===== src/hw/rtl/ddw_pkg.sv =====
// Shared types and constants for the decimal digit display writer.
// No dependencies; compile first.
`default_nettype none

package ddw_pkg;

  localparam int unsigned MODE_W   = 2;
  localparam int unsigned VALUE_W  = 32;
  localparam int unsigned POS_W    = 3;
  localparam int unsigned SYMBOL_W = 8;
  localparam int unsigned ADDR_W   = 4;
  localparam int unsigned BCNT_W   = $clog2(VALUE_W);

  typedef enum logic [MODE_W-1:0] {
    MODE_NUMBER  = 2'd0,
    MODE_DIGIT   = 2'd1,
    MODE_LOAD    = 2'd2,
    MODE_REFRESH = 2'd3
  } ddw_mode_e;

  typedef struct packed {
    ddw_mode_e             mode;
    logic [VALUE_W-1:0]    value;
    logic [POS_W-1:0]      position;
    logic [SYMBOL_W-1:0]   symbol;
  } ddw_in_t;

  typedef struct packed {
    logic [ADDR_W-1:0]     digit_address;
    logic [SYMBOL_W-1:0]   digit_data;
    logic                  last;
  } ddw_out_t;

endpackage

`default_nettype wire


===== src/hw/rtl/ddw_in_if.sv =====
// Request channel: valid/ready handshake carrying one display update item.
// Depends on ddw_pkg.
`default_nettype none

interface ddw_in_if;
  import ddw_pkg::*;

  logic    valid;
  logic    ready;
  ddw_in_t data;

  modport source (output valid, output data, input ready);
  modport sink   (input valid, input data, output ready);
endinterface

`default_nettype wire


===== src/hw/rtl/ddw_out_if.sv =====
// Frame channel: valid/ready handshake carrying one register-write frame.
// Depends on ddw_pkg.
`default_nettype none

interface ddw_out_if;
  import ddw_pkg::*;

  logic     valid;
  logic     ready;
  ddw_out_t data;

  modport source (output valid, output data, input ready);
  modport sink   (input valid, input data, output ready);
endinterface

`default_nettype wire


===== src/hw/rtl/decimal_digit_display_writer.sv =====
// Decimal digit display writer: shadow digit store plus frame generator.
// Depends on ddw_pkg, ddw_in_if, ddw_out_if.
//
// Usage:
//   in_i  carries update items (mode, value, position, symbol); one item is
//         worked on at a time and in_i.ready is high only when idle.
//   out_o carries register-write frames (digit_address = position + 1,
//         digit_data, last). Frames leave in ascending position order and
//         last marks the final frame of an item.
//   Number modes (write number, silent load): the item is accepted and
//         converted by shift-and-add-3, one step per value bit, then one
//         store write per digit follows. Digits above NUM_DIGITS are
//         dropped (value modulo 10^NUM_DIGITS).
//   Single digit: one frame. Positions at or above NUM_DIGITS are
//         dropped without a frame.
//   Refresh: each digit is read from the store (registered synchronous read)
//         and then sent as one frame.
//   In the number modes the conversion loop bounds throughput; the store has
//   one write port and one read port.
//   Stalls: one output register holds the pending frame; while the receiver
//         holds ready low the sequencer waits to send and nothing is lost.
//   Reset: async, active low. Control clears and per-digit valid bits drop,
//         so every digit reads as zero until written; no clearing pass.
`default_nettype none

module decimal_digit_display_writer #(
  parameter int unsigned NUM_DIGITS = 8
) (
  input  wire logic  clk_i,
  input  wire logic  rst_ni,
  ddw_in_if.sink     in_i,
  ddw_out_if.source  out_o
);
  import ddw_pkg::*;

  localparam int unsigned IDX_W = (NUM_DIGITS > 1) ? $clog2(NUM_DIGITS) : 1;
  localparam int unsigned BCD_W = 4 * NUM_DIGITS;
  localparam logic [IDX_W-1:0]  IDX_LAST  = IDX_W'(NUM_DIGITS - 1);
  localparam logic [BCNT_W-1:0] BCNT_LAST = BCNT_W'(VALUE_W - 1);

  // sequencer states
  localparam logic [2:0] ST_IDLE  = 3'd0;
  localparam logic [2:0] ST_CONV  = 3'd1;  // one value bit per cycle
  localparam logic [2:0] ST_STORE = 3'd2;  // write converted digits
  localparam logic [2:0] ST_SYM   = 3'd3;  // single symbol write
  localparam logic [2:0] ST_RD    = 3'd4;  // issue store read
  localparam logic [2:0] ST_EMIT  = 3'd5;  // send read data

  logic [2:0]          state_q, state_d;
  ddw_mode_e           mode_q, mode_d;
  logic [VALUE_W-1:0]  val_q, val_d;
  logic [BCD_W-1:0]    bcd_q, bcd_d;
  logic [BCNT_W-1:0]   bcnt_q, bcnt_d;
  logic [IDX_W-1:0]    idx_q, idx_d;
  logic [SYMBOL_W-1:0] sym_q, sym_d;

  // digit store: synchronous memory plus per-entry valid bits
  logic [SYMBOL_W-1:0] mem_q [NUM_DIGITS];
  logic [NUM_DIGITS-1:0] vld_q;
  logic                mem_we;
  logic [IDX_W-1:0]    mem_waddr;
  logic [SYMBOL_W-1:0] mem_wdata;
  logic [SYMBOL_W-1:0] rd_data_q;
  logic                rd_vld_q;

  // output register
  logic     out_valid_q;
  ddw_out_t out_q, out_d;
  logic     out_load;
  logic     slot_free;

  logic [BCD_W-1:0] bcd_adj;
  logic             idx_last;
  logic             pos_ok;

  assign slot_free = !out_valid_q || out_o.ready;
  assign idx_last  = (idx_q == IDX_LAST);
  assign pos_ok    = ADDR_W'(in_i.data.position) < ADDR_W'(NUM_DIGITS);

  assign in_i.ready  = (state_q == ST_IDLE);
  assign out_o.valid = out_valid_q;
  assign out_o.data  = out_q;

  // add-3 correction on every digit of 5 or more ahead of the shift
  always_comb begin
    bcd_adj = bcd_q;
    for (int i = 0; i < NUM_DIGITS; i++) begin
      if (bcd_q[4*i +: 4] >= 4'd5) begin
        bcd_adj[4*i +: 4] = bcd_q[4*i +: 4] + 4'd3;
      end
    end
  end

  always_comb begin
    state_d   = state_q;
    mode_d    = mode_q;
    val_d     = val_q;
    bcd_d     = bcd_q;
    bcnt_d    = bcnt_q;
    idx_d     = idx_q;
    sym_d     = sym_q;
    mem_we    = 1'b0;
    mem_waddr = idx_q;
    mem_wdata = sym_q;
    out_load  = 1'b0;
    out_d     = out_q;

    unique case (state_q)
      ST_IDLE: begin
        if (in_i.valid) begin
          mode_d = in_i.data.mode;
          val_d  = in_i.data.value;
          sym_d  = in_i.data.symbol;
          idx_d  = in_i.data.position[IDX_W-1:0];
          bcd_d  = '0;
          bcnt_d = '0;
          case (in_i.data.mode) inside
            MODE_NUMBER, MODE_LOAD: state_d = ST_CONV;
            MODE_DIGIT: state_d = pos_ok ? ST_SYM : ST_IDLE;
            default: begin
              idx_d   = '0;
              state_d = ST_RD;
            end
          endcase
        end
      end

      ST_CONV: begin
        bcd_d  = {bcd_adj[BCD_W-2:0], val_q[VALUE_W-1]};
        val_d  = {val_q[VALUE_W-2:0], 1'b0};
        bcnt_d = bcnt_q + BCNT_W'(1);
        if (bcnt_q == BCNT_LAST) begin
          idx_d   = '0;
          state_d = ST_STORE;
        end
      end

      ST_STORE: begin
        if (mode_q == MODE_LOAD || slot_free) begin
          mem_we    = 1'b1;
          mem_wdata = SYMBOL_W'(bcd_q[3:0]);
          bcd_d     = bcd_q >> 4;
          if (mode_q == MODE_NUMBER) begin
            out_load = 1'b1;
            out_d    = '{digit_address: ADDR_W'(idx_q) + ADDR_W'(1),
                         digit_data:    SYMBOL_W'(bcd_q[3:0]),
                         last:          idx_last};
          end
          if (idx_last) begin
            state_d = ST_IDLE;
          end else begin
            idx_d = idx_q + IDX_W'(1);
          end
        end
      end

      ST_SYM: begin
        if (slot_free) begin
          mem_we   = 1'b1;
          out_load = 1'b1;
          out_d    = '{digit_address: ADDR_W'(idx_q) + ADDR_W'(1),
                       digit_data:    sym_q,
                       last:          1'b1};
          state_d  = ST_IDLE;
        end
      end

      ST_RD: begin
        state_d = ST_EMIT;
      end

      ST_EMIT: begin
        if (slot_free) begin
          out_load = 1'b1;
          out_d    = '{digit_address: ADDR_W'(idx_q) + ADDR_W'(1),
                       digit_data:    rd_vld_q ? rd_data_q : '0,
                       last:          idx_last};
          if (idx_last) begin
            state_d = ST_IDLE;
          end else begin
            idx_d   = idx_q + IDX_W'(1);
            state_d = ST_RD;
          end
        end
      end

      default: state_d = ST_IDLE;
    endcase
  end

  // control state
  always_ff @(posedge clk_i or negedge rst_ni) begin
    if (!rst_ni) begin
      state_q     <= ST_IDLE;
      out_valid_q <= 1'b0;
      vld_q       <= '0;
      rd_vld_q    <= 1'b0;
    end else begin
      state_q  <= state_d;
      rd_vld_q <= vld_q[idx_q];
      if (mem_we) begin
        vld_q[mem_waddr] <= 1'b1;
      end
      if (out_load) begin
        out_valid_q <= 1'b1;
      end else if (out_o.ready) begin
        out_valid_q <= 1'b0;
      end
    end
  end

  // datapath
  always_ff @(posedge clk_i) begin
    mode_q <= mode_d;
    val_q  <= val_d;
    bcd_q  <= bcd_d;
    bcnt_q <= bcnt_d;
    idx_q  <= idx_d;
    sym_q  <= sym_d;
    out_q  <= out_d;
  end

  // digit store: one write port, one registered read port
  always_ff @(posedge clk_i) begin
    if (mem_we) begin
      mem_q[mem_waddr] <= mem_wdata;
    end
    rd_data_q <= mem_q[idx_q];
  end

endmodule

`default_nettype wire


===== src/flat_wrapper.sv =====
// flat-port wrapper written by rule: the top's interface ports become plain ports
module decimal_digit_display_writer_flat import ddw_pkg::*;
#(
  parameter int unsigned NUM_DIGITS = 8
)
  (clk_i, rst_ni, in_i_valid, in_i_data, in_i_ready, out_o_valid, out_o_data, out_o_ready);
  ddw_in_if in_i_i ();
  ddw_out_if out_o_i ();
  input  wire logic clk_i;
  input  wire logic rst_ni;
  input wire logic [$bits(in_i_i.valid)-1:0] in_i_valid;
  input wire logic [$bits(in_i_i.data)-1:0] in_i_data;
  output wire logic [$bits(in_i_i.ready)-1:0] in_i_ready;
  output wire logic [$bits(out_o_i.valid)-1:0] out_o_valid;
  output wire logic [$bits(out_o_i.data)-1:0] out_o_data;
  input wire logic [$bits(out_o_i.ready)-1:0] out_o_ready;
  assign in_i_i.valid = in_i_valid;
  assign in_i_i.data = in_i_data;
  assign in_i_ready = in_i_i.ready;
  assign out_o_valid = out_o_i.valid;
  assign out_o_data = out_o_i.data;
  assign out_o_i.ready = out_o_ready;
  decimal_digit_display_writer #(.NUM_DIGITS(NUM_DIGITS)) u_core (.clk_i(clk_i), .rst_ni(rst_ni), .in_i(in_i_i), .out_o(out_o_i));
endmodule

===== config.mk =====
export PLATFORM = sky130hd
export DESIGN_NAME = decimal_digit_display_writer_flat
export DESIGN_NICKNAME = d
export VERILOG_FILES = /design/src/hw/rtl/ddw_pkg.sv /design/src/hw/rtl/ddw_in_if.sv /design/src/hw/rtl/ddw_out_if.sv /design/src/hw/rtl/decimal_digit_display_writer.sv /design/src/flat_wrapper.sv
export SDC_FILE = /design/constraint.sdc
export NUM_CORES = 1
export LEC_CHECK = 0
export BUFFER_PORTS_ARGS = -buffer_cell sky130_fd_sc_hd__buf_4
export CORE_MARGIN = 2
export CORE_UTILIZATION = 50
export CTS_CLUSTER_DIAMETER = 40
export DETAILED_ROUTE_END_ITERATION = 16
export HOLD_SLACK_MARGIN = 0.05
export PLACE_DENSITY = 0.77
export RECOVER_POWER = 25
export SLEW_MARGIN = 30
export SYNTH_ARGS = -nofsm -noshare
export SYNTH_HDL_FRONTEND = slang
export SYNTH_SLANG_ARGS = --single-unit

===== constraint.sdc =====
create_clock -name clk_i -period 5.6 [get_ports clk_i]
set_input_delay 0.28 -clock clk_i [delete_from_list [all_inputs] [get_ports clk_i]]
set_output_delay 0.28 -clock clk_i [all_outputs]
set_load 0.005 [all_outputs]

# Word level (Yosys, flattened, before mapping)
# Memories as Yosys holds them, arrays and structs flattened. A register that Yosys moved wholly into a read port is not among the register bits.
# Index checks and enable logic that the tools add are counted.
[classes]
bitwise = 1
eq_ne = 17
muxes = 55
magnitude_cmp = 10
add_sub_neg = 11
reduce_logical = 20
[ops]
columns = ["cell", "n"]
rows = [
  ["$mux 32", 3],
  ["$pmux 32 s3", 1],
  ["$pmux 32 s2", 1],
  ["$mux 13", 4],
  ["$mux 3", 17],
  ["$pmux 13 s3", 1],
  ["$ge 4x3->1 const B", 8],
  ["$add 4x2->4 const B", 7],
  ["$mux 4", 7],
  ["$mux 8", 3],
  ["$pmux 3 s6", 1],
  ["$ne 2x1->1 const B", 6],
  ["$pmux 3 s4", 1],
  ["$mux 1", 10],
  ["$pmux 5 s2", 1],
  ["$reduce_and 5->1", 2],
  ["$eq 3x3->1 const B", 3],
  ["$or 8x8->8", 1],
  ["$eq 3x2->1 const B", 2],
  ["$reduce_and 6->1", 1],
  ["$reduce_bool 3->1", 2],
  ["$add 5x1->5 const B", 1],
  ["$eq 5x5->1 const B", 1],
  ["$mux 5", 1],
  ["other kinds (22)", 29],
]
[word_totals]
n_memories = 1
out_inout_bits = 15
inputBits = 49
ram_bits = 64
ff_bits = 108
[memory_table]
columns = ["name", "words", "width", "rd", "rd_clocked_by_memory_dff", "wr", "line_no", "rtl"]
rows = [
  ["u_core.mem_q", 8, 8, 1, 1, 1, "decimal_digit_display_writer.sv:58", "logic [SYMBOL_W-1:0] mem_q [NUM_DIGITS];"],
]

# Longest topological paths before layout
[logic_depth]
word_depth = 7
ltp_mapped = 7
ltp_nobuf = 6

# Worst setup path after synthesis
# Ideal clock, no wire load.
[synth_timing]
path_type = "register to register"
from = "register u_core.state_q[0]"
to = "register u_core.bcd_q[0] (enable)"
stages_incl_launch_ff = 7
setup_ns = 0.432
path_slack_ns = 2.523
synth_period_minus_slack_ns = 3.077
arrival_ns = 2.645
required_time_ns = 5.168
path_cell_list = "dfrtp_1 buf_2 clkbuf_1 buf_2 a21oi_1 nand2_1 a21oi_1"
[synth_via]
elab_chain_cells = 3
elab_cells_between_ends = 7
[synth_rtl]
columns = ["element", "line_no", "rtl"]
rows = [
  ["start, declared", "decimal_digit_display_writer.sv:49", "logic [2:0] state_q, state_d;"],
  ["start signal, assigned", "decimal_digit_display_writer.sv:199", "state_q <= state_d;"],
  ["$eq 3x2->1 (tied with other cells)", "decimal_digit_display_writer.sv:108", "unique case (state_q)"],
  ["$ne 2x1->1 (no source line) (tied with other cells)", "n/a", ""],
  ["$reduce_and 3->1 (no source line) (*)", "n/a", ""],
  ["end signal, assigned", "decimal_digit_display_writer.sv:216", "bcd_q <= bcd_d;"],
  ["end, declared", "decimal_digit_display_writer.sv:52", "logic [BCD_W-1:0] bcd_q, bcd_d;"],
]
# Mark *: on every way between the ends. The rest lies on a longest branch, timed or not.
# A chain may end at the register's enable or synchronous reset.

# Final worst setup path
[layout_timing]
from = "register u_core.idx_q[1]"
to = "memory u_core.mem_q[7][1] (enable)"
[layout_rtl]
columns = ["element", "line_no", "rtl"]
rows = [
  ["start, declared", "decimal_digit_display_writer.sv:54", "logic [IDX_W-1:0] idx_q, idx_d;"],
  ["start signal, assigned", "decimal_digit_display_writer.sv:218", "idx_q <= idx_d;"],
  ["end, declared", "decimal_digit_display_writer.sv:58", ""],
]
# Straight into the memory's write port.

==> flow_metrics.py <==
metrics = {
    "synth": {
        "synthFlopType": "edfxtp_1",
        "synth_cell_type_count": 53,
        "yosys_warnings": 0,
        "synth_top_cells_by_count": "edfxtp_1 (159), nand2_1 (144), o21ai_0 (28), a21oi_1 (26), ha_1 (20)",
        "synthTopCellsByArea": "edfxtp_1 (59%), nand2_1 (6.7%), dfrtp_1 (4.0%)",
        "syn-num-nets": 716,
        "synth_area_leader_cell": "edfxtp_1",
        "syn_avg_cell_area_um2": 12.5,
        "synth_most_common_cell": "edfxtp_1",
        "postSynth.asyncResetShare": 0.0722,
        "synth-edff-count": 159,
        "ys_seq_area_frac": 0.648,
        "synth-seq-cells": 180,
        "synth_cells": 647,
        "synth_area_um2": 8120,
        "synth_top_area_share": 0.588,
    },
    "cts": {
        "clk_path_buf_depth": 2,
        "ctsResizeCount": 0,
        "cts_root_buffer": "clkbuf_16",
        "clock_sinks": 180,
        "holdBufCountCts": 7,
        "cts_buffers": 17,
        "clk_latency_ns": 0.43,
        "post_cts_buffers": 0,
        "clkSlewWorstSetupHoldPaths_ns": 0.07,
        "tritoncts": "yes",
        "htree_levels": 4,
    },
    "global_route": {
        "grt_use_met2": 0.322,
        "grt_max_degree": 60,
        "met3_usage": 0.0451,
        "antenna_found_initial": 0,
        "grt_pass1_vias": 5148,
        "grt_pass1_wl_um": 26400,
        "track_usage": 0.197,
        "grt.busiest_layer": "met2",
        "groute.layer.met1.usage": 0.263,
        "grt-ovfl-total": 0,
    },
    "run_status": {
        "status": "complete, but fails checks",
        "violations": "capacitance limit, slew limit",
    },
    "worst_setup_path": {
        "crit_path_max_incr_delay_ns": 1.40,
        "r2r_slack_ns": 1.83,
        "r2r_start": "u_core.idx_q[1]",
        "crit_buf_inv": 2,
        "worstReg2RegEnd": "u_core.mem_q[7][1]",
        "critPathLaunch": "u_core.idx_q[1]",
        "critical_path_arrival_ns": 3.83,
        "worst_setup_path_start_kind": "flop",
        "r2r_cells": 3,
        "worst_setup_path_end_kind": "flop",
        "cp_max_fo": 35,
        "crit_type": "reg -> reg",
        "path_delay_family": "buffers and inverters",
        "slowest_stage": "clkbuf_1",
        "crit_chain": "clkbuf_1 -> clkinv_1 -> nor3_2",
        "worstPathRequired_ns": 5.66,
    },
    "finish": {
        "regArea_um2": 5260,
        "drive_gt1_frac": 0.164,
        "multi_input_area_um2": 2670,
        "nets": 781,
        "fillers": 1263,
        "final_cell_area_um2": 9390,
        "utilization": 0.591,
        "n_antenna_cell": 0,
        "syn2layout_area_growth_pct": 15.6,
    },
    "die": {
        "core_um2": 15900,
        "rows": 46,
        "ioPinCount": 64,
        "start_util": 0.511,
        "die_w_um": 131,
        "die_area_um2": 17300,
        "die_h_um": 131,
    },
    "routing": {
        "ant_nets": 0,
        "dr_total_vias": 5275,
        "drt_wl_total_um": 16800,
        "wl_per_cell_um": 17.9,
        "viasPerCell": 5.61,
        "drt_drc_violations_left": 0,
        "drt_first_pass_iters": 5,
        "drt_iter0_markers": 555,
    },
    "sta": {
        "drv_slew": 36,
        "finalClockSkew_ns": 0.00881,
        "min_period_over_period": 0.673,
        "tightestPinTransition_ns": 1.97,
        "relSlewSlack": -0.315,
        "period_minus_slack_ns": 3.77,
        "fin_tns_setup_ns": 0,
        "finalSetupViolCount": 0,
        "rsz0062_at_grt": "false",
        "timing.fmax_mhz": 265,
        "finalHoldViolCount": 0,
    },
    "hold_path": {
        "min_from": "in_i_data[31]",
        "min_to": "u_core.val_q[20]",
        "holdCritPathClass": "in -> reg",
        "hold_path_depth": 3,
    },
    "place": {
        "post-dp-hpwl_um": 11500,
        "port_buffers": 63,
        "gp_congestion": 0.862,
        "placed_area_um2": 8780,
    },
    "run": {
        "drv_cap": 1,
    },
    "power": {
        "p_leak_nw": 3.56,
        "peakVddDrop_mv": 0.313,
        "power_density_nw_per_um2": 603,
    },
}
how the worst max path moves through the flow:
| stage | end | cells after the start |
|---|---|---|
| finish | u_core.mem_q[7][1] | 3 |
| global placement | u_core.mem_q[7][5] | 4 |
| floorplan | u_core.bcd_q[0] | 6 |
| CTS | u_core.mem_q[7][1] | 4 |
| detailed placement | u_core.mem_q[7][3] | 4 |
| global route | u_core.mem_q[7][1] | 3 |
stage by stage:
step / hold slack (ns) / std cells / setup slack [ns] / total power, W
after floorplan: -0.0156 / 647 / 2.52 / 0.00393
after detailed placement: 0.140 / 901 / 2.38 / 0.00454
after CTS: 0.0502 / 940 / 2.38 / 0.00568
after global placement: 0.137 / 901 / 2.57 / 0.00441
after global routing: 0.0999 / 941 / 1.46 / 0.00599
final: 0.116 / 941 / 1.83 / 0.00566
sequential cells by signal, indices dropped and copies added, names as in the netlist, 5 cells and up:
name	count
u_core.val_q	32
u_core.bcd_q	32
u_core.bcnt_q	5
u_core.vld_q	8
u_core.rd_data_q	8
u_core.mem_q	64
u_core.sym_q	8
u_core.out_o.data	13
report_power, final:
part,leakage (nW),internal (W),switching [W],total (W)
combinational,1.54,0.000755,0.00124,0.00199
clock,0.293,0.000643,0.000493,0.00114
sequential,1.73,0.00220,0.000324,0.00253
total,3.56,0.00360,0.00205,0.00566
worst min-delay path: cells and delay by family:
| family | cells | cell delay (ns) |
|---|---|---|
| buf+inv | 1 | 0.08 |
| simple gates | 2 | 0.09 |
cells in the final DEF, fill, tap and decap left out, drive strengths merged, types with 5 or more instances in the layout:
cell,count
edfxtp,159
nand2,144
clkbuf,50
buf,41
o21ai,29
a21oi,26
inv,22
ha,20
nor2,16
mux2i,14
nand2b,13
dfrtp,13
a22o,12
nor2b,10
mux2,10
nor3b,9
xnor2,9
nor3,9
xor2,8
dlygate4sd3,8
dfxtp,8
and2,8
clkinv,8
and3,6
mux4,6
o22ai,6
a31o,6
o31ai,5
nand3,5
a221oi,5
routing by layer:
layer  part of all wire  vias to the layer above
li1                   -                     2497
met1               0.44                     2582
met2               0.49                      175
met3              0.056                       21
met4              0.016                        0
met5                  0                        -
area by class of cell:
type | count | area share
flip-flops and latches | 180 | 0.560
multi-input cells | 416 | 0.284
repair buffers | 77 | 0.0581
clock buffers | 22 | 0.0539
well taps | 216 | 0.0288
inverters | 20 | 0.00800
clock inverters | 10 | 0.00693
logic make-up after synthesis:
group,synth area share
xor+xnor,0.0183
simple gates,0.124
flops,0.648
compound gates,0.104
buf+inv,0.0267
mux,0.0487
fa+ha+maj,0.0308
Power figures use the tool's default switching activity.
